**config.mk**
```make
export PLATFORM = sky130hd
export DESIGN_NAME = matrix_multiply_4x4_top
export DESIGN_NICKNAME = d
export VERILOG_FILES = /design/src/rtl/mm4_pkg.sv /design/src/rtl/mm4_ram.sv /design/src/rtl/mm4_ctrl.sv /design/src/rtl/mm4_datapath.sv /design/src/rtl/matrix_multiply_4x4_top.sv
export VERILOG_INCLUDE_DIRS = /design/src /design/src/rtl
export SDC_FILE = /design/constraint.sdc
export NUM_CORES = 1
export LEC_CHECK = 0
export BUFFER_PORTS_ARGS = -buffer_cell sky130_fd_sc_hd__buf_2
export CORE_ASPECT_RATIO = 1.25
export CORE_UTILIZATION = 50
export CTS_BUF_LIST = sky130_fd_sc_hd__clkbuf_8
export DETAILED_ROUTE_END_ITERATION = 12
export PLACE_DENSITY = 0.76
export SLEW_MARGIN = 30
export SYNTH_ARGS = -nofsm -noshare
export SYNTH_HDL_FRONTEND = slang
export SYNTH_SLANG_ARGS = --single-unit
```
**constraint.sdc**
```tcl
create_clock -name i_clk -period 10.27 [get_ports i_clk]
set_input_delay 2.054 -clock i_clk [delete_from_list [all_inputs] [get_ports i_clk]]
set_output_delay 2.054 -clock i_clk [all_outputs]
set_load 0.05 [all_outputs]
```
**src/rtl/assert_macros.svh**
```systemverilog
// assertion helpers used by the rtl top level
`ifndef ASSERT_MACROS_SVH
`define ASSERT_MACROS_SVH

// same-cycle implication, disabled while in reset
`define ASSERT_SAME(label, clk, rst_n, ante, cons) \
    label: assert property (@(posedge clk) disable iff (!(rst_n)) (ante) |-> (cons)) \
        else $error("same-cycle check failed");

// next-cycle implication, disabled while in reset
`define ASSERT_NEXT(label, clk, rst_n, ante, cons) \
    label: assert property (@(posedge clk) disable iff (!(rst_n)) (ante) |=> (cons)) \
        else $error("next-cycle check failed");

`endif

```
**src/rtl/mm4_pkg.sv**
```systemverilog
`default_nettype none

package mm4_pkg;

    // fixed field widths
    localparam int FUNC_W    = 2;
    localparam int IDX_OUT_W = 2;
    localparam int VALUE_W   = 16;
    localparam int PROD_W    = 2 * VALUE_W;
    localparam int SUM_W     = 34;

    typedef logic [FUNC_W-1:0]    t_func;
    typedef logic [IDX_OUT_W-1:0] t_idx;

    // request function codes
    localparam t_func FUNC_LOAD_A  = 2'd0;
    localparam t_func FUNC_LOAD_B  = 2'd1;
    localparam t_func FUNC_COMPUTE = 2'd2;

    typedef enum logic [1:0] {
        S_IDLE,
        S_RUN,
        S_FLUSH0,
        S_FLUSH1
    } t_state;

    // element write commands
    typedef struct packed {
        logic we_a;
        logic we_b;
    } t_load_cmd;

    // one multiply-accumulate step travelling down the pipeline
    typedef struct packed {
        logic issue;
        logic first;
        logic last_k;
        logic last_elem;
        t_idx row;
        t_idx col;
    } t_mac_ctl;

endpackage

`default_nettype wire

```
**src/rtl/mm4_ram.sv**
```systemverilog
`default_nettype none

module mm4_ram #(
    parameter int WIDTH = 16,
    parameter int DEPTH = 16
) (
    input  wire logic                     i_clk,
    input  wire logic                     i_we,
    input  wire logic [$clog2(DEPTH)-1:0] i_waddr,
    input  wire logic [WIDTH-1:0]         i_wdata,
    input  wire logic [$clog2(DEPTH)-1:0] i_raddr,
    output logic      [WIDTH-1:0]         o_rdata
);

    logic [WIDTH-1:0] r_mem [DEPTH];
    logic [WIDTH-1:0] r_rdata;

    // one write port, registered read port
    always_ff @(posedge i_clk) begin
        if (i_we) begin
            r_mem[i_waddr] <= i_wdata;
        end
        r_rdata <= r_mem[i_raddr];
    end

    assign o_rdata = r_rdata;

endmodule

`default_nettype wire

```
**src/rtl/mm4_ctrl.sv**
```systemverilog
`default_nettype none

module mm4_ctrl #(
    parameter int DIM = 4
) (
    input  wire logic                              i_clk,
    input  wire logic                              i_rst_n,
    input  wire logic                              i_start,
    input  wire mm4_pkg::t_func                    i_func,
    input  wire mm4_pkg::t_idx                     i_row,
    input  wire mm4_pkg::t_idx                     i_col,
    output logic                                   o_busy,
    output mm4_pkg::t_load_cmd                     o_load,
    output logic [$clog2(DIM*DIM)-1:0]             o_load_addr,
    output mm4_pkg::t_mac_ctl                      o_mac,
    output logic [$clog2(DIM*DIM)-1:0]             o_addr_a,
    output logic [$clog2(DIM*DIM)-1:0]             o_addr_b
);

    import mm4_pkg::*;

    localparam int ADDR_W = $clog2(DIM * DIM);
    localparam int IDX_W  = $clog2(DIM);
    localparam logic [IDX_W-1:0] IDX_MAX = IDX_W'(DIM - 1);

    t_state           r_state, n_state;
    logic [IDX_W-1:0] r_i, n_i;
    logic [IDX_W-1:0] r_j, n_j;
    logic [IDX_W-1:0] r_k, n_k;
    logic             accept;
    logic             last_issue;

    assign accept     = i_start && (r_state == S_IDLE);
    assign last_issue = (r_i == IDX_MAX) && (r_j == IDX_MAX) && (r_k == IDX_MAX);

    // next state and loop counters
    always_comb begin
        n_state = r_state;
        n_i     = r_i;
        n_j     = r_j;
        n_k     = r_k;
        case (r_state)
            S_IDLE: begin
                if (accept && (i_func == FUNC_COMPUTE)) begin
                    n_state = S_RUN;
                    n_i     = '0;
                    n_j     = '0;
                    n_k     = '0;
                end
            end
            S_RUN: begin
                if (r_k == IDX_MAX) begin
                    n_k = '0;
                    if (r_j == IDX_MAX) begin
                        n_j = '0;
                        n_i = r_i + IDX_W'(1);
                    end else begin
                        n_j = r_j + IDX_W'(1);
                    end
                end else begin
                    n_k = r_k + IDX_W'(1);
                end
                if (last_issue) begin
                    n_state = S_FLUSH0;
                end
            end
            S_FLUSH0: n_state = S_FLUSH1;
            S_FLUSH1: n_state = S_IDLE;
            default:  n_state = S_IDLE;
        endcase
    end

    // commands to the datapath
    always_comb begin
        o_busy            = (r_state != S_IDLE);
        o_load.we_a       = accept && (i_func == FUNC_LOAD_A)
                            && (int'(i_row) < DIM) && (int'(i_col) < DIM);
        o_load.we_b       = accept && (i_func == FUNC_LOAD_B)
                            && (int'(i_row) < DIM) && (int'(i_col) < DIM);
        o_load_addr       = ADDR_W'(i_row) * ADDR_W'(DIM) + ADDR_W'(i_col);
        o_mac.issue       = (r_state == S_RUN);
        o_mac.first       = (r_k == '0);
        o_mac.last_k      = (r_k == IDX_MAX);
        o_mac.last_elem   = last_issue;
        o_mac.row         = IDX_OUT_W'(r_i);
        o_mac.col         = IDX_OUT_W'(r_j);
        o_addr_a          = ADDR_W'(r_i) * ADDR_W'(DIM) + ADDR_W'(r_k);
        o_addr_b          = ADDR_W'(r_k) * ADDR_W'(DIM) + ADDR_W'(r_j);
    end

    // state and counter registers
    always_ff @(posedge i_clk) begin
        if (!i_rst_n) begin
            r_state <= S_IDLE;
            r_i     <= '0;
            r_j     <= '0;
            r_k     <= '0;
        end else begin
            r_state <= n_state;
            r_i     <= n_i;
            r_j     <= n_j;
            r_k     <= n_k;
        end
    end

endmodule

`default_nettype wire

```
**src/rtl/mm4_datapath.sv**
```systemverilog
`default_nettype none

module mm4_datapath #(
    parameter int DIM = 4
) (
    input  wire logic                                  i_clk,
    input  wire logic                                  i_rst_n,
    input  wire mm4_pkg::t_load_cmd                    i_load,
    input  wire logic [$clog2(DIM*DIM)-1:0]            i_load_addr,
    input  wire logic signed [mm4_pkg::VALUE_W-1:0]    i_value,
    input  wire mm4_pkg::t_mac_ctl                     i_mac,
    input  wire logic [$clog2(DIM*DIM)-1:0]            i_addr_a,
    input  wire logic [$clog2(DIM*DIM)-1:0]            i_addr_b,
    output logic                                       o_strobe,
    output mm4_pkg::t_idx                              o_out_row,
    output mm4_pkg::t_idx                              o_out_col,
    output logic signed [mm4_pkg::SUM_W-1:0]           o_product,
    output logic                                       o_last
);

    import mm4_pkg::*;

    localparam int DEPTH = DIM * DIM;

    logic [DEPTH-1:0]          r_valid_a;
    logic [DEPTH-1:0]          r_valid_b;
    logic                      r_va;
    logic                      r_vb;
    logic [VALUE_W-1:0]        rd_a;
    logic [VALUE_W-1:0]        rd_b;
    logic signed [VALUE_W-1:0] op_a;
    logic signed [VALUE_W-1:0] op_b;
    t_mac_ctl                  r_s1;
    t_mac_ctl                  r_s2;
    logic signed [PROD_W-1:0]  r_prod;
    logic signed [SUM_W-1:0]   r_acc;
    logic signed [SUM_W-1:0]   n_sum;
    logic                      r_strobe;
    t_idx                      r_out_row;
    t_idx                      r_out_col;
    logic signed [SUM_W-1:0]   r_out_product;
    logic                      r_out_last;

    // element stores
    mm4_ram #(
        .WIDTH (VALUE_W),
        .DEPTH (DEPTH)
    ) u_ram_a (
        .i_clk   (i_clk),
        .i_we    (i_load.we_a),
        .i_waddr (i_load_addr),
        .i_wdata (i_value),
        .i_raddr (i_addr_a),
        .o_rdata (rd_a)
    );

    mm4_ram #(
        .WIDTH (VALUE_W),
        .DEPTH (DEPTH)
    ) u_ram_b (
        .i_clk   (i_clk),
        .i_we    (i_load.we_b),
        .i_waddr (i_load_addr),
        .i_wdata (i_value),
        .i_raddr (i_addr_b),
        .o_rdata (rd_b)
    );

    // written flags, an unwritten element reads as zero
    always_ff @(posedge i_clk) begin
        if (!i_rst_n) begin
            r_valid_a <= '0;
            r_valid_b <= '0;
        end else begin
            if (i_load.we_a) begin
                r_valid_a[i_load_addr] <= 1'b1;
            end
            if (i_load.we_b) begin
                r_valid_b[i_load_addr] <= 1'b1;
            end
        end
    end

    // flag lookup alongside the ram read
    always_ff @(posedge i_clk) begin
        r_va <= r_valid_a[i_addr_a];
        r_vb <= r_valid_b[i_addr_b];
    end

    assign op_a = r_va ? $signed(rd_a) : '0;
    assign op_b = r_vb ? $signed(rd_b) : '0;

    // multiply stage
    always_ff @(posedge i_clk) begin
        r_prod <= op_a * op_b;
    end

    // accumulate, wrapping at the result width
    assign n_sum = (r_s2.first ? SUM_W'(0) : r_acc)
                   + {{(SUM_W - PROD_W){r_prod[PROD_W-1]}}, r_prod};

    always_ff @(posedge i_clk) begin
        if (r_s2.issue) begin
            r_acc <= n_sum;
        end
        if (r_s2.issue && r_s2.last_k) begin
            r_out_row     <= r_s2.row;
            r_out_col     <= r_s2.col;
            r_out_product <= n_sum;
            r_out_last    <= r_s2.last_elem;
        end
    end

    // step control pipeline and result strobe
    always_ff @(posedge i_clk) begin
        if (!i_rst_n) begin
            r_s1     <= '0;
            r_s2     <= '0;
            r_strobe <= 1'b0;
        end else begin
            r_s1     <= i_mac;
            r_s2     <= r_s1;
            r_strobe <= r_s2.issue && r_s2.last_k;
        end
    end

    assign o_strobe  = r_strobe;
    assign o_out_row = r_out_row;
    assign o_out_col = r_out_col;
    assign o_product = r_out_product;
    assign o_last    = r_out_last;

endmodule

`default_nettype wire

```
**src/rtl/matrix_multiply_4x4_top.sv**
```systemverilog
// DIM x DIM signed fixed-point matrix multiplier, C = A * B
// requests: start with i_func, i_row, i_col, i_value; taken at an edge with
// start high and busy low
// load A / load B write one Q8.8 element and give no
// result; out-of-range indices and the unused function code are dropped
// compute runs one multiply-accumulate per cycle on a single multiplier,
// walking k inside j inside i, so a compute request holds busy through
// the S_RUN, S_FLUSH0 and S_FLUSH1 states
// each element of C leaves on o_strobe for exactly one cycle, in row-major
// order; the last one, with o_last, appears in the first cycle that busy
// is low again
// results are Q18.16, summed exactly and kept to 34 bits; the receiver
// cannot hold results off, so none is ever stalled
// synchronous active-low reset clears the controller and marks every
// element of both matrices as zero; it takes effect on the next edge
`default_nettype none

`include "assert_macros.svh"

module matrix_multiply_4x4_top #(
    parameter int DIM = 4
) (
    input  wire logic                                  i_clk,
    input  wire logic                                  i_rst_n,
    input  wire logic                                  start,
    output logic                                       busy,
    input  wire mm4_pkg::t_func                        i_func,
    input  wire mm4_pkg::t_idx                         i_row,
    input  wire mm4_pkg::t_idx                         i_col,
    input  wire logic signed [mm4_pkg::VALUE_W-1:0]    i_value,
    output logic                                       o_strobe,
    output mm4_pkg::t_idx                              o_out_row,
    output mm4_pkg::t_idx                              o_out_col,
    output logic signed [mm4_pkg::SUM_W-1:0]           o_product,
    output logic                                       o_last
);

    import mm4_pkg::*;

    localparam int ADDR_W = $clog2(DIM * DIM);

    t_load_cmd         load_cmd;
    t_mac_ctl          mac_ctl;
    logic [ADDR_W-1:0] load_addr;
    logic [ADDR_W-1:0] addr_a;
    logic [ADDR_W-1:0] addr_b;

    // sequencer
    mm4_ctrl #(
        .DIM (DIM)
    ) u_ctrl (
        .i_clk       (i_clk),
        .i_rst_n     (i_rst_n),
        .i_start     (start),
        .i_func      (i_func),
        .i_row       (i_row),
        .i_col       (i_col),
        .o_busy      (busy),
        .o_load      (load_cmd),
        .o_load_addr (load_addr),
        .o_mac       (mac_ctl),
        .o_addr_a    (addr_a),
        .o_addr_b    (addr_b)
    );

    // stores, multiplier and accumulator
    mm4_datapath #(
        .DIM (DIM)
    ) u_datapath (
        .i_clk       (i_clk),
        .i_rst_n     (i_rst_n),
        .i_load      (load_cmd),
        .i_load_addr (load_addr),
        .i_value     (i_value),
        .i_mac       (mac_ctl),
        .i_addr_a    (addr_a),
        .i_addr_b    (addr_b),
        .o_strobe    (o_strobe),
        .o_out_row   (o_out_row),
        .o_out_col   (o_out_col),
        .o_product   (o_product),
        .o_last      (o_last)
    );

    // a compute request always makes the block busy
    `ASSERT_NEXT(a_compute_busy, i_clk, i_rst_n, start && !busy && (i_func == FUNC_COMPUTE), busy)

    // the flushed pipeline delivers the final element as busy drops
    `ASSERT_SAME(a_last_at_end, i_clk, i_rst_n, $fell(busy), o_strobe && o_last)

    // the final element is the bottom-right corner
    `ASSERT_SAME(a_last_corner, i_clk, i_rst_n, o_strobe && o_last, (o_out_row == IDX_OUT_W'(DIM - 1)) && (o_out_col == IDX_OUT_W'(DIM - 1)))

    // no result while idle except the final one
    `ASSERT_SAME(a_no_idle_result, i_clk, i_rst_n, o_strobe && !o_last, busy)

endmodule

`default_nettype wire
```
# After elaboration in Yosys (flattened, before gate mapping)
# Memory sizes are Yosys's and may differ from the RTL's. A register that Yosys moved wholly into a read port is not among the register bits.
# Index checks and enable logic that the tools add are counted.
[totals] reg_bits=164 ram_bits=512 in_bits=25 output_inout_bits=41 elab_cells=97 mem_count=2
[memory_table] memory="u_datapath.u_ram_a.r_mem" words=16 word_bits=16 rd=1 rd_clocked_by_memory_dff=1 wr=1 line_no="mm4_ram.sv:15" text="logic [WIDTH-1:0] r_mem [DEPTH];"
[memory_table] memory="u_datapath.u_ram_b.r_mem" words=16 word_bits=16 rd=1 rd_clocked_by_memory_dff=1 wr=1 line_no="mm4_ram.sv:15"
[classes] add_sub_neg=7 multipliers=1 n_lt_le_gt_ge=4 eq_ne=12 n_mux=25 n_bitwise=2 n_reduce_logical=17
[op_table] operator="34-bit adder" n=1
[op_table] operator="34-bit two-way mux" n=1
[op_table] operator="16-bit by 16-bit multiplier with 32-bit output" n=1
[op_table] operator="16-bit two-way mux" n=2
[op_table] operator="16-bit bitwise OR" n=2
[op_table] operator="2-bit two-way mux" n=8
[op_table] operator="4-bit by 5-bit less-than comparator with 1-bit output, second input constant" n=3
[op_table] operator="4-bit by 2-bit adder with 4-bit output" n=3
[op_table] operator="2-bit equality test, second input constant" n=6
[op_table] operator="2-bit case mux with 2 select lines" n=3
[op_table] operator="1-bit binary-select mux with 4-bit select" n=2
[op_table] operator="1-bit logical AND" n=8
[op_table] operator="2-bit != test, second input constant" n=4
[op_table] operator="2-bit case mux with 4 select lines" n=1
[op_table] operator="1-bit two-way mux" n=7
[op_table] operator="2-bit by 1-bit adder with 2-bit output, second input constant" n=3
[op_table] operator="2-bit zero test" n=3
[op_table] operator="1-bit demux with 4-bit select" n=1
[op_table] operator="2-bit by 1-bit equality test with 1-bit output, second input constant" n=2
[op_table] operator="4-bit by 1-bit >= comparator with 1-bit output, second input constant" n=1
[op_table] operator="2-bit AND reduction" n=2
[op_table] operator="4-bit AND reduction" n=1
[op_table] operator="2-bit nonzero test" n=2
[op_table] operator="3-bit AND reduction" n=1

# Longest topological paths before layout
[logic_depth] ltp_word=6 mapped_depth=25

# Hierarchy
# From an unflattened synthesis, not the netlist that was laid out.
[unflattened] hier_cells=2614 hier_area_um2=37048.0
[by_module_without_submodules] mod="mm4_datapath" instances=1 cells_per_inst=1673 area_each_um2=16291.9
[by_module_without_submodules] mod="mm4_ram (u_datapath.u_ram_b)" instances=1 cells_per_inst=432 area_each_um2=10043.4
[by_module_without_submodules] mod="mm4_ram (u_datapath.u_ram_a)" instances=1 cells_per_inst=432 area_each_um2=10042.1
[by_module_without_submodules] mod="mm4_ctrl" instances=1 cells_per_inst=77 area_each_um2=670.6

# Worst setup path after synthesis
# No wires, ideal clock.
[synth_path] path_type="reg-to-reg" start="register u_datapath.r_vb" end="register u_datapath.r_prod[31]" arrival_time_ns=6.173 required_ns=10.138 setup_slack_ns=3.965 stages_incl_launch_ff=23 n_path_buf=2 synth_period_minus_slack_ns=6.305 path_cell_list="dfxtp_1 > clkbuf_1 > buf_1 > nand2_1 > nor2_1 > fa_1 > fa_1 > fa_1 > fa_1 > fa_1 > inv_1 > fa_1 > inv_1 > ha_1 > a21o_1 > a21oi_1 > nor2b_1 > a31oi_1 > o211ai_1 > o211ai_1 > nor3_1 > a2111oi_1 > xnor2_1"
[synth_via] elab_chain_len=2
[synth_rtl] item="start: declaration" line_no="mm4_datapath.sv:28" text="logic r_vb;"
[synth_rtl] item="start signal: assignment" line_no="mm4_datapath.sv:87" text="r_vb <= r_valid_b[i_addr_b];"
[synth_rtl] item="16-bit two-way mux" line_no="mm4_datapath.sv:91" text="assign op_b = r_vb ? $signed(rd_b) : '0;"
[synth_rtl] item="16-bit by 16-bit multiplier with 32-bit output" line_no="mm4_datapath.sv:95" text="r_prod <= op_a * op_b;"
[synth_rtl] item="end signal: assignment" line_no="mm4_datapath.sv:95"
[synth_rtl] item="end: declaration" line_no="mm4_datapath.sv:35" text="logic signed [PROD_W-1:0] r_prod;"
# Every way passes these cells.
# A chain may end at the register's enable or synchronous reset.

# Worst setup path in the final report
# Same ends and word-level chain as after synthesis.

==> out/results.txt <==
Run status -> complete, no violations
Prevailing post-synth register cell -> edfxtp_1
Rows -> 110
Antenna-violating nets left -> 0
Synthesized flop and latch total -> 708
Clk Latency, worst-skew pair -> 740 ps
Initial cell density of the core -> 50.64%
Mapped Area -> 36590 um^2
Clock Skew -> 41.02 ps
Fill cells -> 5657
Dpl ws -> 3163 ps
CTS tree -> done
Setup crit start kind -> flop
Maximum number of pins on one net before global-route repair -> 62
Largest family of logic cells by synthesized area -> adder cells
Library cells used by synthesis -> 70
CP max FO -> 36
Worst r2r src -> u_datapath.r_vb
Slew @ Worst Pin -> 933.1 ps
CP required -> 10870 ps
Buffers on Ports -> 65
Critical Path AT -> 7740 ps
Async set or reset register ratio after synthesis -> 0%
Hold buffers post-CTS -> 0
Post-synth EDFFs -> 585
Routed vias -> 20560
Post-synthesis mux area share -> 10.52%
Post_cts resized -> 0
Simple-gate share of the synthesized area -> 7.380%
I/O Pins -> 66
CP Launch Point -> u_datapath.r_vb
Post-DR vias/cell -> 5.579
Relative slew slack -> 37.56%
WHS Path Cells -> 0
Max Cap Viol -> 0
Antenna violations before repair -> 3
Total design power -> 5986 uW
Leakage -> 0.01530 uW
Final nets -> 3051
HP Start -> u_datapath.r_s2[2]
Worst Slack Setup Final -> 3132 ps
Die ar. -> 74270 um^2
Cells after Synth -> 2516
Maximum vdd drop -> 0.1709 mV
Core area -> 72260 um^2
Post-Route WL -> 83390 um
Ys Warns -> 0
DRT iter0 DRCs -> 1451
Fmax -> 140.1 MHz
Fin crit period -> 7138 ps
Post-Synth XOR/XNOR Area -> 1.460%
DR pass1 iterations -> 5
Num CTS Buffers -> 107
Total gr overflow -> 0
Vias in the first global route -> 22310
Critical Path Sink Type -> flop
Max-slew violation count -> 0
Layout cells sized above 1 -> 16.62%
Worst setup path class -> flop to flop
Pwr dens -> 148.5 nW/um^2
Worst-path clk slew -> 80 ps
Area Overhead vs Synth -> 10.20%
Dpl hpwl -> 59530 um
CTS Sinks -> 708
RSZ-0062 raised after global routing -> no
CTS Buffer Depth -> 3
H-tree depth -> 3
Root Buffer -> clkbuf_8
Total Neg Setup Slack -> 0 ps
Synthesized-area fraction occupied by adder cells -> 18.60%
Die width -> 244.0 um
Total global-route track usage -> 23.13%
Die H -> 304.4 um
Hold/Removal Path Class -> flop to flop
Wirelength per Cell -> 22.63 um
Final Setup Violations -> 0
Net count after synthesis -> 2927
Post-synthesis compound-gate area fraction -> 3.132%
DRC viols -> 0
Worst R2R Path Depth -> 24
Gpl congestion -> 0.9540
First-pass GRT wire length -> 129600 um
Post-CTS setup buffer count -> 0
Post-synthesis sequential area ratio -> 54.74%
Post-Syn Area per Cell -> 14.54 um^2
Hold Vio Cnt, Final -> 0
Period utilization -> 69.50%
[path summary, 6_finish.rpt]
check | endpoint | slack (ps)
setup / recovery | u_datapath.r_prod[31] | 3130
hold / removal | u_datapath.o_out_row[0] | 430
setup reg to reg | u_datapath.r_prod[31] | 3130
hold reg to reg | u_datapath.o_out_row[0] | 430
[synth_stat cells (all sizes together), types with 2 or more instances]
master	n	area share (%)
o221ai	2	0.048
o211ai	3	0.062
xor2	13	0.31
nor2b	42	0.72
o31ai	2	0.041
nand2	170	1.7
o21bai	7	0.14
nor4b	2	0.065
ha	123	4.2
a21o	19	0.40
and2	41	0.70
a311oi	2	0.096
fa	263	14
mux4	170	10
a21boi	2	0.041
a211oi	14	0.30
a211o	2	0.048
nor3	15	0.21
nor2	276	2.8
xnor2	48	1.1
a21oi	53	0.72
or3	2	0.034
inv	312	3.2
o32ai	2	0.068
nand3b	2	0.041
clkbuf	69	0.71
dfxtp	123	6.7
o21ai	31	0.43
and3	6	0.10
nand4	4	0.068
o21a	11	0.23
a221oi	2	0.048
nand3	31	0.42
edfxtp	585	48
nand4b	2	0.048
nor3b	2	0.041
a22oi	2	0.041
buf	23	0.26
a31oi	5	0.085
nand2b	14	0.24
[stage by stage]
stage	std cells	util [%]	hold WS (ps)	instance area, um^2
floorplan	2516	-	385.5	36590
global placement	3483	52.70	397.3	38080
detailed placement	3483	52.70	417.2	38080
CTS	3683	55.77	427.8	40300
global route	3685	55.80	441.3	40320
finish	3685	55.80	428.5	40320
[cell usage in the layout (no fill, tap or decap), types with 4 or more instances in the layout]
cell / instances
clkinv_2: 17
nand2_1: 170
inv_1: 333
xor2_1: 13
nor3_1: 15
nand3_1: 31
a21oi_1: 53
and2_1: 37
a31oi_1: 5
o21ai_0: 27
clkinv_1: 25
nand4_1: 4
bufinv_16: 6
buf_4: 42
dfxtp_4: 4
fa_1: 263
nand2b_1: 14
nor2b_1: 42
xnor2_1: 48
o21a_1: 11
and3_1: 6
buf_2: 65
dfxtp_1: 118
edfxtp_1: 585
nor2_1: 272
ha_1: 123
a21o_1: 17
mux4_2: 170
clkbuf_8: 121
nor2_2: 4
a211oi_1: 13
o21bai_1: 7
[registers in the layout (all words and copies together) (netlist names)]
signal,cells
u_datapath.r_valid_b,16
u_datapath.o_out_col,2
u_datapath.o_strobe,1
u_datapath.u_ram_a.o_rdata,16
u_datapath.u_ram_b.o_rdata,16
u_datapath.r_va,1
u_ctrl.r_k,2
u_datapath.r_vb,1
u_datapath.o_last,1
u_datapath.r_valid_a,16
u_ctrl.r_j,2
u_datapath.r_s2,8
u_datapath.r_acc,34
u_datapath.o_product,34
u_datapath.r_prod,32
u_ctrl.r_i,2
u_datapath.u_ram_a.r_mem,256
u_ctrl.r_state,2
u_datapath.u_ram_b.r_mem,256
u_datapath.r_s1,8
u_datapath.o_out_row,2
[metal layers]
metal	vias up	track usage [%]	wire, um
met5	-	0	13
met4	2	9.608	2964
met3	184	3.316	4066
met2	720	41.23	44040
met1	10590	28.00	32300
li1	9062	-	-
[cells by family (layout without fill, tap and decap cells)]
family,count (synthesis),in the layout
XOR/XNOR,61,61
multiplexers,172,172
flip-flops,708,708
AND/OR/NAND/NOR,614,614
AO/OA/AOI/OAI,171,171
other,0,2
adder cells (fa/ha/maj),386,386
buffers and inverters,404,619
[where the power goes]
group,switching [uW],internal [uW],total [uW]
clock,1120,1250,2370
sequential,59.2,3160,3220
combinational,226,173,399
total,1410,4580,5990
[area by class of cell]
type                       instances  area, um^2  area share [%]
clock buffer                     121        1665           4.130
antenna                            2       5.005         0.01241
inverter                         312        1171           2.905
sequential                       708       20050           49.72
timing repair buffer             107       640.6           1.589
multi-input combinational       1404       15050           37.32
clock inverter                    79       553.0           1.372
tap                              952        1191           2.954
[worst max-delay path, stage by stage (launching register included)]
cell,delay [ps]
dfxtp_1,320
buf_4,320
and2_0,710
nand2_1,180
fa_1,530
inv_1,50
fa_1,510
inv_1,60
fa_1,530
inv_1,50
fa_1,460
fa_1,490
inv_1,50
fa_1,470
inv_1,40
ha_1,340
a21oi_1,180
o221ai_1,150
a21oi_1,310
and2_1,290
o211ai_1,170
o211ai_1,190
nor3_1,100
a2111oi_1,400
xnor2_1,120
(Power assumes the default switching activity.)
